### config.mk
export PLATFORM = sky130hd
export DESIGN_NAME = vdl_div
export DESIGN_NICKNAME = d
export VERILOG_FILES = /design/src/rtl/vdl_pkg.sv /design/src/rtl/vdl_div.sv
export SDC_FILE = /design/constraint.sdc
export NUM_CORES = 2
export LEC_CHECK = 0
export ABC_AREA = 0
export BUFFER_PORTS_ARGS = -buffer_cell sky130_fd_sc_hd__buf_2
export CORE_MARGIN = 5
export CORE_UTILIZATION = 40
export CTS_CLUSTER_SIZE = 12
export DETAILED_ROUTE_END_ITERATION = 6
export GPL_TIMING_DRIVEN = 0
export SYNTH_ARGS = -nofsm -noshare
export SYNTH_HDL_FRONTEND = slang
export SYNTH_SLANG_ARGS = --single-unit
### constraint.sdc
create_clock -name clk -period 19.4 [get_ports clk]
set_clock_uncertainty 0.1 [all_clocks]
set_input_delay 1.94 -clock clk [delete_from_list [all_inputs] [get_ports clk]]
set_output_delay 1.94 -clock clk [all_outputs]
set_load 0.01 [all_outputs]
### src/rtl/vdl_pkg.sv
`default_nettype none
package vdl_pkg;

  localparam int CHANNEL_BITS = 16;
  localparam logic [CHANNEL_BITS-1:0] CHAN_MAX = {CHANNEL_BITS{1'b1}};

  // magnitude of the transformed normal, normalized component, radicand
  localparam int MAG_W  = 49;
  localparam int NRM_W  = 30;
  localparam int RAD_W  = 62;
  localparam int NUM_W  = 48;
  localparam int ROOT_W = 32;
  localparam int DEN_W  = 31;
  localparam int QUO_W  = 20;

  localparam logic [47:0] RST_ROW0 = 48'd4096;
  localparam logic [47:0] RST_ROW1 = 48'd268435456;
  localparam logic [47:0] RST_ROW2 = 48'd17592186044416;
  localparam logic [47:0] RST_LDIR = 48'd140741783322624;
  localparam logic [47:0] RST_LCOL = 48'd56294995395379;
  localparam logic [47:0] RST_AMB  = 48'd14073748848844;
  localparam logic [63:0] RST_MAT  = 64'd4611756388245323776;

  typedef enum logic [2:0] {
    REG_ENABLE,
    REG_ROW0,
    REG_ROW1,
    REG_ROW2,
    REG_LDIR,
    REG_LCOL,
    REG_AMB,
    REG_MAT
  } vdl_reg_t;

  typedef struct packed {
    logic signed [15:0]      normal_x;
    logic signed [15:0]      normal_y;
    logic signed [15:0]      normal_z;
    logic [CHANNEL_BITS-1:0] color_red;
    logic [CHANNEL_BITS-1:0] color_green;
    logic [CHANNEL_BITS-1:0] color_blue;
    logic [CHANNEL_BITS-1:0] color_alpha;
  } vdl_in_t;

  typedef struct packed {
    logic [CHANNEL_BITS-1:0] out_red;
    logic [CHANNEL_BITS-1:0] out_green;
    logic [CHANNEL_BITS-1:0] out_blue;
    logic [CHANNEL_BITS-1:0] out_alpha;
    logic                    normal_valid;
  } vdl_out_t;

  typedef struct packed {
    logic        enable;
    logic [47:0] row0;
    logic [47:0] row1;
    logic [47:0] row2;
    logic [47:0] ldir;
    logic [47:0] lcol;
    logic [47:0] amb;
    logic [63:0] mat;
  } vdl_cfg_t;

  typedef struct packed {
    logic    vld;
    logic    lit;
    vdl_in_t word;
  } vdl_side_t;

  // advance side data one stage; drop the valid bit while clr is high
  function automatic vdl_side_t side_adv(input vdl_side_t s, input logic clr);
    vdl_side_t r;
    r     = s;
    r.vld = s.vld && !clr;
    return r;
  endfunction

  typedef struct packed {
    vdl_side_t        side;
    logic             nvalid;
    logic             dpos;
    logic [NUM_W-1:0] num;
    logic [RAD_W-1:0] rad;
  } vdl_fs_t;

  typedef struct packed {
    vdl_side_t         side;
    logic              nvalid;
    logic              dpos;
    logic [NUM_W-1:0]  num;
    logic [ROOT_W-1:0] len;
  } vdl_sd_t;

  typedef struct packed {
    vdl_side_t        side;
    logic             nvalid;
    logic             dpos;
    logic [QUO_W-1:0] quo;
  } vdl_ds_t;

endpackage
`default_nettype wire

### src/rtl/vdl_div.sv
`default_nettype none
module vdl_div (
  input  logic             clk,
  input  logic             rst,
  input  vdl_pkg::vdl_sd_t sd_i,
  output vdl_pkg::vdl_ds_t ds_o
);

  localparam int STAGES = 5;
  localparam int STEPS  = vdl_pkg::QUO_W / STAGES;
  localparam int TW     = vdl_pkg::DEN_W + vdl_pkg::QUO_W;

  typedef struct packed {
    vdl_pkg::vdl_side_t        side;
    logic                      nvalid;
    logic                      dpos;
    logic [vdl_pkg::DEN_W-1:0] den;
    logic [vdl_pkg::NUM_W-1:0] rem;
    logic [vdl_pkg::QUO_W-1:0] quo;
  } dv_t;

  dv_t st [STAGES];
  dv_t cur [STAGES];
  dv_t nxt [STAGES];
  logic [TW-1:0] t [STAGES][STEPS];

  always_comb begin
    cur[0].side   = sd_i.side;
    cur[0].nvalid = sd_i.nvalid;
    cur[0].dpos   = sd_i.dpos;
    cur[0].den    = sd_i.len[vdl_pkg::DEN_W-1:0];
    cur[0].rem    = sd_i.num;
    cur[0].quo    = '0;
    for (int s = 1; s < STAGES; s++) cur[s] = st[s-1];
    for (int s = 0; s < STAGES; s++) begin
      nxt[s]      = cur[s];
      nxt[s].side = vdl_pkg::side_adv(cur[s].side, rst);
      // restoring division, quotient bits from the top
      for (int k = 0; k < STEPS; k++) begin
        t[s][k] = TW'(nxt[s].den) << (vdl_pkg::QUO_W - 1 - s*STEPS - k);
        if (TW'(nxt[s].rem) >= t[s][k]) begin
          nxt[s].rem = nxt[s].rem - t[s][k][vdl_pkg::NUM_W-1:0];
          nxt[s].quo[vdl_pkg::QUO_W - 1 - s*STEPS - k] = 1'b1;
        end
      end
    end
  end

  always_ff @(posedge clk) begin
    for (int s = 0; s < STAGES; s++) st[s] <= nxt[s];
  end

  assign ds_o.side   = st[STAGES-1].side;
  assign ds_o.nvalid = st[STAGES-1].nvalid;
  assign ds_o.dpos   = st[STAGES-1].dpos;
  assign ds_o.quo    = st[STAGES-1].quo;

endmodule
`default_nettype wire

# ---- Word-level counts from Yosys, hierarchy flattened
# Memories as Yosys holds them, arrays and structs flattened.
# Cells that the tools add are included.
dict set report word_totals {
  word_cells 86
  regBits 0
  in_bits 198
  out_inout_bits 136
  mem_count 1
  ramBits 1075
}
# memory words width read_ports rd_clocked_by_memory_dff wr line
set memory_table {}
lappend memory_table {st 5 215 5 0 5 vdl_div.sv:22} ;# dv_t st [STAGES];
dict set report op_classes {
  mux 39
  reduce_logical 6
  magnitude_cmp 20
  n_addsub 20
}
# op n
set ops {}
lappend ops {{48-bit 2-to-1 mux} 19}
lappend ops {{48-bit subtractor} 3}
lappend ops {{48-bit by 50-bit >= comparator with 1-bit output} 1}
lappend ops {{48-bit by 49-bit >= comparator with 1-bit output} 1}
lappend ops {{49-bit 2-to-1 mux} 1}
lappend ops {{48-bit by 31-bit >= comparator with 1-bit output} 1}
lappend ops {{48-bit by 32-bit >= comparator with 1-bit output} 1}
lappend ops {{48-bit by 33-bit >= comparator with 1-bit output} 1}
lappend ops {{48-bit by 34-bit >= comparator with 1-bit output} 1}
lappend ops {{48-bit by 35-bit >= comparator with 1-bit output} 1}
lappend ops {{48-bit by 36-bit >= comparator with 1-bit output} 1}
lappend ops {{48-bit by 37-bit >= comparator with 1-bit output} 1}
lappend ops {{48-bit by 38-bit >= comparator with 1-bit output} 1}
lappend ops {{48-bit by 39-bit >= comparator with 1-bit output} 1}
lappend ops {{48-bit by 40-bit >= comparator with 1-bit output} 1}
lappend ops {{48-bit by 41-bit >= comparator with 1-bit output} 1}
lappend ops {{48-bit by 42-bit >= comparator with 1-bit output} 1}
lappend ops {{48-bit by 43-bit >= comparator with 1-bit output} 1}
lappend ops {{48-bit by 44-bit >= comparator with 1-bit output} 1}
lappend ops {{48-bit by 45-bit >= comparator with 1-bit output} 1}
lappend ops {{48-bit by 46-bit >= comparator with 1-bit output} 1}
lappend ops {{48-bit by 47-bit >= comparator with 1-bit output} 1}
lappend ops {{48-bit >= comparator} 1}
lappend ops {{48-bit by 31-bit subtractor with 48-bit output} 1}
lappend ops {{19 further kinds} 41}

# ---- Logic depth before layout (Yosys ltp)
# An unclocked memory read counts as a cell.
dict set report logic_depth {
  ltp_word 9
  mapped_depth 77
  mapped_depth_nobuf 70
}

# ---- Least setup slack after synthesis
# No wires, ideal clock.
dict set report synth_path {
  kind {in2reg}
  start {input sd_i[1] (netlist name)}
  end {memory st[0][67] (netlist name)}
  stages 76
  setup_ps 117
  arrival_time_ps 17085
  setup_slack_ps 2098
  required_time_ps 19183
  path_buffers 7
  path_cell_list {inv_1 > ha_1 > nor2b_1 > o21ai_0 > a21boi_0 > o21ai_0 > a21boi_0 > o21ai_0 > a21boi_0 > o31ai_1 > a211oi_1 > o31ai_1 > o21ai_0 > a21o_1 > clkbuf_1 > clkbuf_1 > clkbuf_1 > a21oi_1 > (+40 left out) > nor2b_1 > o21ai_0 > a21boi_0 > o21ai_0 > a21boi_0 > o211ai_1 > a21boi_0 > o21a_1 > o211ai_1 > a21oi_1 > a2111oi_0 > nor3_1 > o311ai_0 > a21boi_0 > o21a_1 > o41ai_1 > o21ai_0 > a22o_1}
}
# element line
set synth_lines {}
lappend synth_lines {{from (decl)} vdl_div.sv:5} ;# input vdl_pkg::vdl_sd_t sd_i,
lappend synth_lines {{to (decl)} vdl_div.sv:22}

==> metrics.cfg <==
[run_status]
outcome=finished, final reports clean

[yosys]
synth-async-reset-ratio_pct=0
synth-compound-area-share_pct=22.1
netlist_area_sq_um=58900
synthAdderAreaFrac_pct=13.8
synth_xor_area_share_pct=7.96
yosys.area_share.simple_pct=16.4
synth_top_family_by_area=compound AO/OA/AOI/OAI gates
syn_avg_cell_area_sq_um=8.45
synth_mux_area_share_pct=3.46
ys.flop_type=dfxtp_1
synth_warnings=0
syn-num-nets=7804
ys_seq_area_share_pct=32.5
synthDistinctLibCells=100
ys_ff_latch=956
synth_edf_count=0
syn_inst=6970

[floorplan]
die_area_sq_um=155000
initial_utilization_pct=40.3
row_count=140
die_y_um=394
die_w_um=394
io_pins=334
core_sq_um=146000

[finish]
final_nets=8242
stdcell_count=9377
largestRegisters=st: 956 flops
layout-drive-gt1-share_pct=10.8
utilization_pct=45.5
area_growth_pct=12.8
top_register=st
largest_register_ffs=956

[timing]
finalMaxSlewViolations=0
slew_headroom_pct=31.3
finalHoldViolCount=0
rsz0062_at_grt=false
fin_crit_ns=18.13
fmax_ghz=0.0552
tns_ns=0
tightest_slew_ns=1.02
setup_viol=0
timing.final.crit_share_pct=93.4

[critical_path]
cpMaxStageDelayCell=ha_1
crit_path_frequent_cell=o21ai_0
critPathMaxFanout=19
path_buf_inv=8
crit_arrival_ns=18.64
cpPeakStageDelay_ns=0.43
critical_path_class=input pin to flip-flop
cp_top_family=compound AO/OA/AOI/OAI gates
critPathRequiredTime_ns=19.91
start_kind=input pin
worst_r2r_startpoint=st[0][297]
critPathLaunch=sd_i[1]
end_kind=flip-flop

[cts]
cts_made_buffers=103
clk_latency_ns=0.74
htree_levels=3
cts-root-buf=clkbuf_16
cts_tree=built
cts_sinks=956
clockBufferDepth=3
path_clk_slew_ns=0.06

[grt]
grt-ovfl-total=0
grtUsageTotal_pct=22.4
grt_pass1_wl_um=278000
grt_pass1_vias=49400
antenna_found_initial=5
grt_max_degree=20

[detailed_routing]
vias=52100
wire_per_inst_um=19.4
first_pass_iters=6
ant_nets=0
viasPerCell=5.55
wl_um=182000
drcViolationCount=0
dr.first_iter.drc_count=3686

[placed_design]
io_buffers=332
hpwl_um=150000
numPlacedInstances=9219
gp_congestion=0.944

[worst_hold_path]
min_from=st[0][134]
hold_class=flip-flop to flip-flop

[run]
drv_cap=0

## final cells by class
class / instances / area (sq um)
flip-flops and latches: 956 / 19100
clock buffers: 121 / 2770
diodes: 2 / 5.00
well taps: 1917 / 2400
plain buffers: 166 / 759
clock inverters: 34 / 417
repair buffers: 338 / 1710
fillers: 14500 / 79700
inverters: 409 / 1550
multi-input cells: 5434 / 37700
## placed cells by master, fill, tap and decap left out, drive strengths merged, types with 58 or more instances in the layout
master  Yosys  routed
nor2b      89      89
nor3      114     114
o21ai     541     541
buf        48     373
o31ai      66      66
a31oi      63      63
nor2      518     518
a21o      258     258
nand2     611     611
dfxtp     956     956
nand2b    107     107
xor2      199     199
xnor2     336     336
o21bai     87      87
a21oi     629     629
nand3     106     106
clkbuf    123     252
a21boi     58      58
inv       406     409
ha        617     617
o21a       80      80
nand4     118     118
nor4       63      63
mux2      156     156
## per-stage QoR
stage | instance area [sq um] | setup WS, ns | hold WS (ns)
after floorplan | 58900 | 2.10 | 0.210
after global placement | 63000 | -2.93 | 0.210
after detailed placement | 63000 | -2.96 | 0.212
after CTS | 66200 | 0.0562 | 0.204
after global routing | 66400 | 0.0410 | 0.207
final | 66400 | 1.27 | 0.203
## kinds of logic (layout without fill, tap and decap cells)
family	Yosys count	after routing
AO/OA/AOI/OAI	2084	2084
flip-flops	956	956
XOR/XNOR	535	535
adder cells (fa/ha/maj)	636	636
buffers and inverters	580	1068
AND/OR/NAND/NOR	1995	1995
multiplexers	184	184
other	0	2
## what timing repair did
action                     CTS  global route
hold endpoints to repair     0             0
hold buffers                 0             0
setup buffers                0             6
gates resized for setup     21            81
pin swaps                    0             5
setup endpoints to repair   63           157
## final timing paths
check / endpoint / cells after the start / slack [ns]
worst max-delay path: st[0][67] / 73 / 1.27
worst min-delay path: st[0][349] / 0 / 0.20
worst max register to register: st[0][487] / 70 / 1.31
worst min register to register: st[0][349] / 0 / 0.20
## Yosys cell counts (all sizes together) (14+ instances only)
master	n	area, sq um
dfxtp	956	19100
a21oi	629	3150
ha	617	7720
nand2	611	2290
o21ai	541	2710
nor2	518	1960
inv	406	1530
xnor2	336	2940
a21o	258	1940
xor2	199	1740
mux2	156	1760
clkbuf	123	462
nand4	118	744
nor3	114	576
nand2b	107	669
nand3	106	531
nor2b	89	557
o21bai	87	653
o21a	80	601
o31ai	66	500
a31oi	63	394
nor4	63	437
a21boi	58	439
and3	50	313
buf	48	255
or3	46	288
a211oi	44	330
or2	38	238
o211ai	36	270
and2	32	201
mux2i	28	280
or4	23	173
a211o	19	166
fa	19	380
o31a	19	166
nor3b	17	128
a221oi	16	146
a31o	16	140
and4	16	140
a2111oi	15	150
o2111ai	15	131
nor4b	14	123
## worst register-to-register path: cells and delay by family (launching register included)
| kind | cells | cell delay [ns] |
|---|---|---|
| AOI/OAI and AO/OA | 38 | 8.69 |
| buffers and inverters | 14 | 3.77 |
| and+or+nand+nor | 13 | 3.26 |
| adders and majority gates | 4 | 1.34 |
| muxes | 1 | 0.40 |
| DFF | 1 | 0.31 |
## per-layer routing
layer	vias up	track usage, %	part of all wire, %
met5	-	0	0
met4	0	8.15	3.6
met3	247	2.46	5.2
met2	1438	37.3	46
met1	24500	30.0	45
li1	25900	-	-
Power is not shown: default switching activity piles up to over one toggle a cycle in this logic, so the estimate is an artifact.
