--- src/rtl/vdl_pkg.sv ---
`default_nettype none
package vdl_pkg;

  localparam int CHANNEL_BITS = 16;
  localparam logic [CHANNEL_BITS-1:0] CHAN_MAX = {CHANNEL_BITS{1'b1}};

  // magnitude of the transformed normal, normalized component, radicand
  localparam int MAG_W  = 49;
  localparam int NRM_W  = 30;
  localparam int RAD_W  = 62;
  localparam int NUM_W  = 48;
  localparam int ROOT_W = 32;
  localparam int DEN_W  = 31;
  localparam int QUO_W  = 20;

  localparam logic [47:0] RST_ROW0 = 48'd4096;
  localparam logic [47:0] RST_ROW1 = 48'd268435456;
  localparam logic [47:0] RST_ROW2 = 48'd17592186044416;
  localparam logic [47:0] RST_LDIR = 48'd140741783322624;
  localparam logic [47:0] RST_LCOL = 48'd56294995395379;
  localparam logic [47:0] RST_AMB  = 48'd14073748848844;
  localparam logic [63:0] RST_MAT  = 64'd4611756388245323776;

  typedef enum logic [2:0] {
    REG_ENABLE,
    REG_ROW0,
    REG_ROW1,
    REG_ROW2,
    REG_LDIR,
    REG_LCOL,
    REG_AMB,
    REG_MAT
  } vdl_reg_t;

  typedef struct packed {
    logic signed [15:0]      normal_x;
    logic signed [15:0]      normal_y;
    logic signed [15:0]      normal_z;
    logic [CHANNEL_BITS-1:0] color_red;
    logic [CHANNEL_BITS-1:0] color_green;
    logic [CHANNEL_BITS-1:0] color_blue;
    logic [CHANNEL_BITS-1:0] color_alpha;
  } vdl_in_t;

  typedef struct packed {
    logic [CHANNEL_BITS-1:0] out_red;
    logic [CHANNEL_BITS-1:0] out_green;
    logic [CHANNEL_BITS-1:0] out_blue;
    logic [CHANNEL_BITS-1:0] out_alpha;
    logic                    normal_valid;
  } vdl_out_t;

  typedef struct packed {
    logic        enable;
    logic [47:0] row0;
    logic [47:0] row1;
    logic [47:0] row2;
    logic [47:0] ldir;
    logic [47:0] lcol;
    logic [47:0] amb;
    logic [63:0] mat;
  } vdl_cfg_t;

  typedef struct packed {
    logic    vld;
    logic    lit;
    vdl_in_t word;
  } vdl_side_t;

  // advance side data one stage; drop the valid bit while clr is high
  function automatic vdl_side_t side_adv(input vdl_side_t s, input logic clr);
    vdl_side_t r;
    r     = s;
    r.vld = s.vld && !clr;
    return r;
  endfunction

  typedef struct packed {
    vdl_side_t        side;
    logic             nvalid;
    logic             dpos;
    logic [NUM_W-1:0] num;
    logic [RAD_W-1:0] rad;
  } vdl_fs_t;

  typedef struct packed {
    vdl_side_t         side;
    logic              nvalid;
    logic              dpos;
    logic [NUM_W-1:0]  num;
    logic [ROOT_W-1:0] len;
  } vdl_sd_t;

  typedef struct packed {
    vdl_side_t        side;
    logic             nvalid;
    logic             dpos;
    logic [QUO_W-1:0] quo;
  } vdl_ds_t;

endpackage
`default_nettype wire

--- src/rtl/vdl_sqrt.sv ---
`default_nettype none
module vdl_sqrt (
  input  logic             clk,
  input  logic             rst,
  input  vdl_pkg::vdl_fs_t fs_i,
  output vdl_pkg::vdl_sd_t sd_o
);

  localparam int STAGES = 8;
  localparam int STEPS  = vdl_pkg::ROOT_W / STAGES;

  typedef struct packed {
    vdl_pkg::vdl_side_t        side;
    logic                      nvalid;
    logic                      dpos;
    logic [vdl_pkg::NUM_W-1:0] num;
    logic [2*vdl_pkg::ROOT_W-1:0] rad;
    logic [vdl_pkg::ROOT_W+1:0]   rem;
    logic [vdl_pkg::ROOT_W-1:0]   root;
  } sq_t;

  sq_t st [STAGES];
  sq_t cur [STAGES];
  sq_t nxt [STAGES];
  logic [vdl_pkg::ROOT_W+2:0] tmp [STAGES][STEPS];
  logic [vdl_pkg::ROOT_W+2:0] trial [STAGES][STEPS];

  always_comb begin
    cur[0].side   = fs_i.side;
    cur[0].nvalid = fs_i.nvalid;
    cur[0].dpos   = fs_i.dpos;
    cur[0].num    = fs_i.num;
    cur[0].rad    = (2*vdl_pkg::ROOT_W)'(fs_i.rad);
    cur[0].rem    = '0;
    cur[0].root   = '0;
    for (int s = 1; s < STAGES; s++) cur[s] = st[s-1];
    for (int s = 0; s < STAGES; s++) begin
      nxt[s]      = cur[s];
      nxt[s].side = vdl_pkg::side_adv(cur[s].side, rst);
      // two radicand bits per step, one root bit out
      for (int k = 0; k < STEPS; k++) begin
        tmp[s][k]   = {nxt[s].rem[vdl_pkg::ROOT_W:0],
                       nxt[s].rad[2*vdl_pkg::ROOT_W-1 -: 2]};
        trial[s][k] = {1'b0, nxt[s].root, 2'b01};
        nxt[s].rad  = nxt[s].rad << 2;
        if (tmp[s][k] >= trial[s][k]) begin
          nxt[s].rem  = (vdl_pkg::ROOT_W+2)'(tmp[s][k] - trial[s][k]);
          nxt[s].root = {nxt[s].root[vdl_pkg::ROOT_W-2:0], 1'b1};
        end else begin
          nxt[s].rem  = (vdl_pkg::ROOT_W+2)'(tmp[s][k]);
          nxt[s].root = {nxt[s].root[vdl_pkg::ROOT_W-2:0], 1'b0};
        end
      end
    end
  end

  always_ff @(posedge clk) begin
    for (int s = 0; s < STAGES; s++) st[s] <= nxt[s];
  end

  assign sd_o.side   = st[STAGES-1].side;
  assign sd_o.nvalid = st[STAGES-1].nvalid;
  assign sd_o.dpos   = st[STAGES-1].dpos;
  assign sd_o.num    = st[STAGES-1].num;
  assign sd_o.len    = st[STAGES-1].root;

endmodule
`default_nettype wire

--- config.mk ---
export PLATFORM = sky130hd
export DESIGN_NAME = vdl_sqrt
export DESIGN_NICKNAME = d
export VERILOG_FILES = /design/src/rtl/vdl_pkg.sv /design/src/rtl/vdl_sqrt.sv
export SDC_FILE = /design/constraint.sdc
export NUM_CORES = 2
export LEC_CHECK = 0
export BUFFER_PORTS_ARGS = -buffer_cell sky130_fd_sc_hd__buf_4
export CAP_MARGIN = 15
export CORE_MARGIN = 3
export CORE_UTILIZATION = 45
export DETAILED_ROUTE_END_ITERATION = 10
export GPL_TIMING_DRIVEN = 0
export HOLD_SLACK_MARGIN = 0.06
export PLACE_DENSITY_LB_ADDON = 0.2
export SETUP_SLACK_MARGIN = 0.2
export SLEW_MARGIN = 10
export SYNTH_ARGS = -nofsm -noshare
export SYNTH_HDL_FRONTEND = slang
export SYNTH_SLANG_ARGS = --single-unit
--- constraint.sdc ---
create_clock -name clk -period 18.5 [get_ports clk]
set_input_delay 0 -clock clk [delete_from_list [all_inputs] [get_ports clk]]
set_output_delay 0 -clock clk [all_outputs]
set_load 0.01 [all_outputs]
### Yosys cells after proc, flatten, opt, wreduce, memory -nomap -nowiden

Memories as Yosys holds them, arrays and structs flattened.
Index checks and enable logic that the tools add are counted.
W data, S select, Z words.

| operators by class | value |
|---|---|
| $add $sub $neg | 31 |
| reductions and logical operators | 9 |
| order comparisons | 31 |
| multiplexer cells | 31 |

Operators with widths:

| operator | count |
|---|---|
| $mux W65 | 23 |
| $ge A35 B34 Y1 | 30 |
| $sub A33 B33 Y33 | 22 |
| $mux W66 | 8 |
| $sub A34 B34 Y34 | 8 |
| $logic_and A1 B1 Y1 | 8 |
| $sub A2 B1 Y3 const B | 1 |
| $ge A2 B1 Y1 const B | 1 |
| $logic_not A1 Y1 | 1 |

| word-level totals | value |
|---|---|
| bits in writable memories | 2,288 |
| memories kept | 1 |
| input port bits | 228 |
| register bits after elaboration | 0 |

Memories:

| name | depth | bits a word | rd ports | clocked after memory_dff | wr ports | line | RTL |
|---|---|---|---|---|---|---|---|
| st | 8 | 286 | 8 | 0 | 8 | vdl_sqrt.sv:22 | `sq_t st [STAGES];` |

### Longest topological paths before layout

An unclocked memory read counts as a cell.

| logic depth | value |
|---|---|
| depth in word-level cells | 9 |
| mapped depth | 69 |
| depth with buffers taken out | 62 |

### Least setup slack after synthesis

Ideal clock, no wire load.

| timing path | value |
|---|---|
| path type | reg2reg |
| from | memory st[1][308] (netlist name) |
| to | memory st[1][634] (netlist name) |
| setup time | 0.072 ns |
| cell stages (with the launch flop) | 65 |
| setup slack | 5.935 ns |
| clock period less this slack | 12.565 ns |
| data arrival time | 12.493 ns |
| cells stage by stage | dfxtp_1 inv_1 ha_1 a21o_1 or4_1 nor4_1 o21ai_1 o32a_1 inv_2 buf_2 buf_1 clkbuf_1 o21ai_0 ha_1 clkbuf_1 nand4_1 nor4_1 nand2_1 [29 not listed] nor2_1 o21a_1 o21ai_0 nand2b_1 a21o_1 a21oi_1 nor2b_1 o21a_1 o21ai_0 nand2b_1 a21oi_1 o21ai_0 a221oi_1 o21ai_0 a21bo_2 a21o_1 a221oi_1 mux2i_1 |

RTL lines:

| item | line |
|---|---|
| from (decl) | vdl_sqrt.sv:22 |

==> results.tsv <==
metric	value	unit
# setup viols final	0	
Biggest register	st	
switch share	34.4	%
cells after synthesis	8651	
CTS H-Tree Depth	4	
NumNets Final	10500	
fmax	59.0	MHz
max reg flops	1903	
Top Registers	st: 1903 flops	
Internal	8230	µW
worst clock skew	56.9	ps
pin count of the biggest net entering global routing	17	
slowest cell on the critical path	nor4_1	
routability cong.	0.943	
Netlist cell types	122	
Fill cells	16100	
total placed cells including tap cells	11400	
Flop pwr share	37.6	%
Vias/cell	5.47	
FF-to-FF setup slack	1560	ps
hpwl dp	182000	µm
Synth Register Bits	1903	
post-route non-filler standard cell count	12200	
clock-pin slew on the worst setup and hold paths	70	ps
Combinational Power Share	32.4	%
multi-input logic area	41900	µm²
Leakage Power	0.0435	µW
P per Cell Area	126	nW/µm²
EDFF count, synth	0	
die width	434	µm
PortBufs	422	
CP Max Fanout	10	
kind of critical path	reg2reg	
Synth-to-Final Area Change	20.6	%
sequential-to-total area share from yosys stat	46.3	%
max incr delay on CP	650	ps
max-cap violations	0	
clk_lat worst skew	820	ps
Initial DRT Pass Iterations	6	
normalized max-slew margin	19.4	%
Least-Margin Pin Slew	1200	ps
total CTS buffers	179	
r2r endpoint	st[1][634]	
sequential standard cell area	38100	µm²
RSZ-0062 raised after global routing	false	
final max-slew violation count	0	
cell row count	156	
GRT Residual Overflow	0	
hold endpoint	st[0][33]	
min-delay worst type	in2reg	
DR iter-0 viols	5004	
Worst Hold Depth	5	
final wirelength	236000	µm
Final period util	91.6	%
crit-path most repeated cell	a21oi_1	
routed via count	67000	
per-cell routed wire length	19.3	µm
setup_tns	0	ps
kind of launch point of the worst setup path	register	
Routed Antenna Nets	0	
Psw	4310	µW
# DRC	0	
Initial Utilization	45.4	%
ys async rst share	0	%
Post-synth top flop	dfxtp_1	
Clk Tree Root Cell	clkbuf_16	
CP Depth	64	
gr usage total	24.3	%
CORE AREA	181000	µm²
Clock Sinks	1903	
Crit path required time	19220	ps
vias in the first global route	63900	
reg2reg path depth	64	
Crit path max-delay family	compound AO/OA/AOI/OAI gates	
# IOs	424	
synthesized area per cell	9.51	µm²
Tmin final	16940	ps
initial antenna violation count	6	
share of layout cells above drive strength 1	10.3	%
die area	188000	µm²
Cell Area, Synth	82300	µm²
FF-to-FF Start	st[1][287]	
number of warnings issued by yosys	0	
WP data arrival	17660	ps
global-route wire length before repair	362000	µm
Buf+Inv Stages, Crit Path	11	
element type at the critical path end	register	
clock buffer depth	3	
final hold vios	0	
Die Y	434	µm
CTS tree	yes	
Clk pwr share	30.0	%
run status	finished, final reports clean	
Max IR drop VDD	0.0000825	V
worst hold start	fs_i[56]	
[tightest hold or removal path: stages]
cell,delay [ps]
dlygate4sd3_1,530
buf_4,150
inv_1,60
ha_1,120
mux2i_1,60
[Yosys cell counts (44+ instances only)]
cell type,count,area [µm²]
nor2_1,614,2300
nand3_1,217,1090
a21o_1,271,2030
nand2_1,636,2390
nand4_1,136,851
nor4_1,86,538
or3_1,68,425
o21ai_0,441,2210
nor2b_1,83,519
a211oi_1,63,473
o21bai_1,74,556
o211ai_1,44,330
xor2_1,254,2220
and3_1,77,482
o31ai_1,88,661
inv_1,348,1310
clkbuf_1,156,586
o21a_1,82,616
mux2_2,75,845
nand2b_1,106,663
a31oi_1,62,388
ha_1,525,6570
or2_2,51,319
dfxtp_1,1903,38100
a21oi_1,648,3240
xnor2_1,448,3920
nor3_1,202,1010
and2_1,68,425
[timing repair]
| action | 4_1_cts | 5_1_grt |
|---|---|---|
| setup buffers | 0 | 0 |
| hold endpoints to repair | 251 | 0 |
| resized for setup | 0 | 6 |
| hold buffers | 456 | 0 |
| setup endpoints to repair | 0 | 33 |
[how the worst max path moves through the flow]
stage,start,slack (ps),to
finish,st[1][287],1560,st[1][634]
global route,st[1][287],230,st[1][634]
CTS,st[1][307],940,st[1][634]
detailed placement,st[1][307],1050,st[1][634]
global placement,st[1][307],1040,st[1][634]
floorplan,st[1][308],5930,st[1][634]
[logic make-up (layout without fill, tap and decap cells)]
logic type / after synthesis / count (layout) / share of synthesized area [%]
AOI/OAI and AO/OA: 2179 / 2179 / 17.3
adders and majority gates: 525 / 525 / 7.98
and+or+nand+nor: 2632 / 2632 / 16.6
muxes: 121 / 121 / 1.60
DFF: 1903 / 1903 / 46.3
buffers and inverters: 585 / 1792 / 2.78
xor gates and xnor gates: 704 / 704 / 7.53
other: 2 / 8 / 0.00913
[cell usage in the layout, fill, tap and decap left out, types with 202 or more instances in the layout]
| cell type | Yosys | final |
|---|---|---|
| inv_1 | 348 | 348 |
| ha_1 | 525 | 525 |
| nand2_1 | 636 | 636 |
| nor3_1 | 202 | 202 |
| xnor2_1 | 448 | 448 |
| o21ai_0 | 441 | 441 |
| nor2_1 | 614 | 614 |
| nand3_1 | 217 | 217 |
| xor2_1 | 254 | 254 |
| buf_4 | 5 | 427 |
| dlygate4sd3_1 | 0 | 456 |
| a21oi_1 | 648 | 648 |
| dfxtp_1 | 1903 | 1903 |
| a21o_1 | 271 | 271 |
[layout make-up]
type / count / share of cell area, %
Buffer: 221 / 0.925
Multi-Input combinational cell: 6166 / 42.2
Clock buffer: 249 / 5.11
Clock inverter: 79 / 1.20
Tap cell: 2370 / 2.99
Antenna cell: 3 / 0.00756
Sequential cell: 1903 / 38.4
Inverter: 364 / 1.38
Timing Repair Buffer: 879 / 7.79
[power by group through the flow]
stage / combinational, µW / clock [µW] / sequential [µW]
after CTS: 4000 / 3870 / 4710
after global placement: 3860 / 0 / 4790
final: 4060 / 3770 / 4710
after global routing: 4450 / 4040 / 4750
after detailed placement: 3890 / 0 / 4790
after floorplan: 2880 / 0 / 4710
[per-layer routing]
metal,GRT usage [%],part of all wire (%),up-vias
met1,31.0,44,31800
met5,0,0,-
met3,3.05,4.4,386
met4,8.00,3.2,0
li1,-,-,33100
met2,42.3,49,1691
[per-stage QoR]
stage               instance area (µm²)  setup slack [ps]  total power, µW  utilization (%)  hold WS (ps)
floorplan                         82300              5930             7590                -          27.7
global placement                  88400              1040             8650             48.8           104
detailed placement                88400              1050             8680             48.8           105
CTS                               99300               943            12600             54.7          94.4
global route                      99300               227            13200             54.7           160
finish                            99300              1560            12500             54.7           172
(Power assumes the default switching activity.)
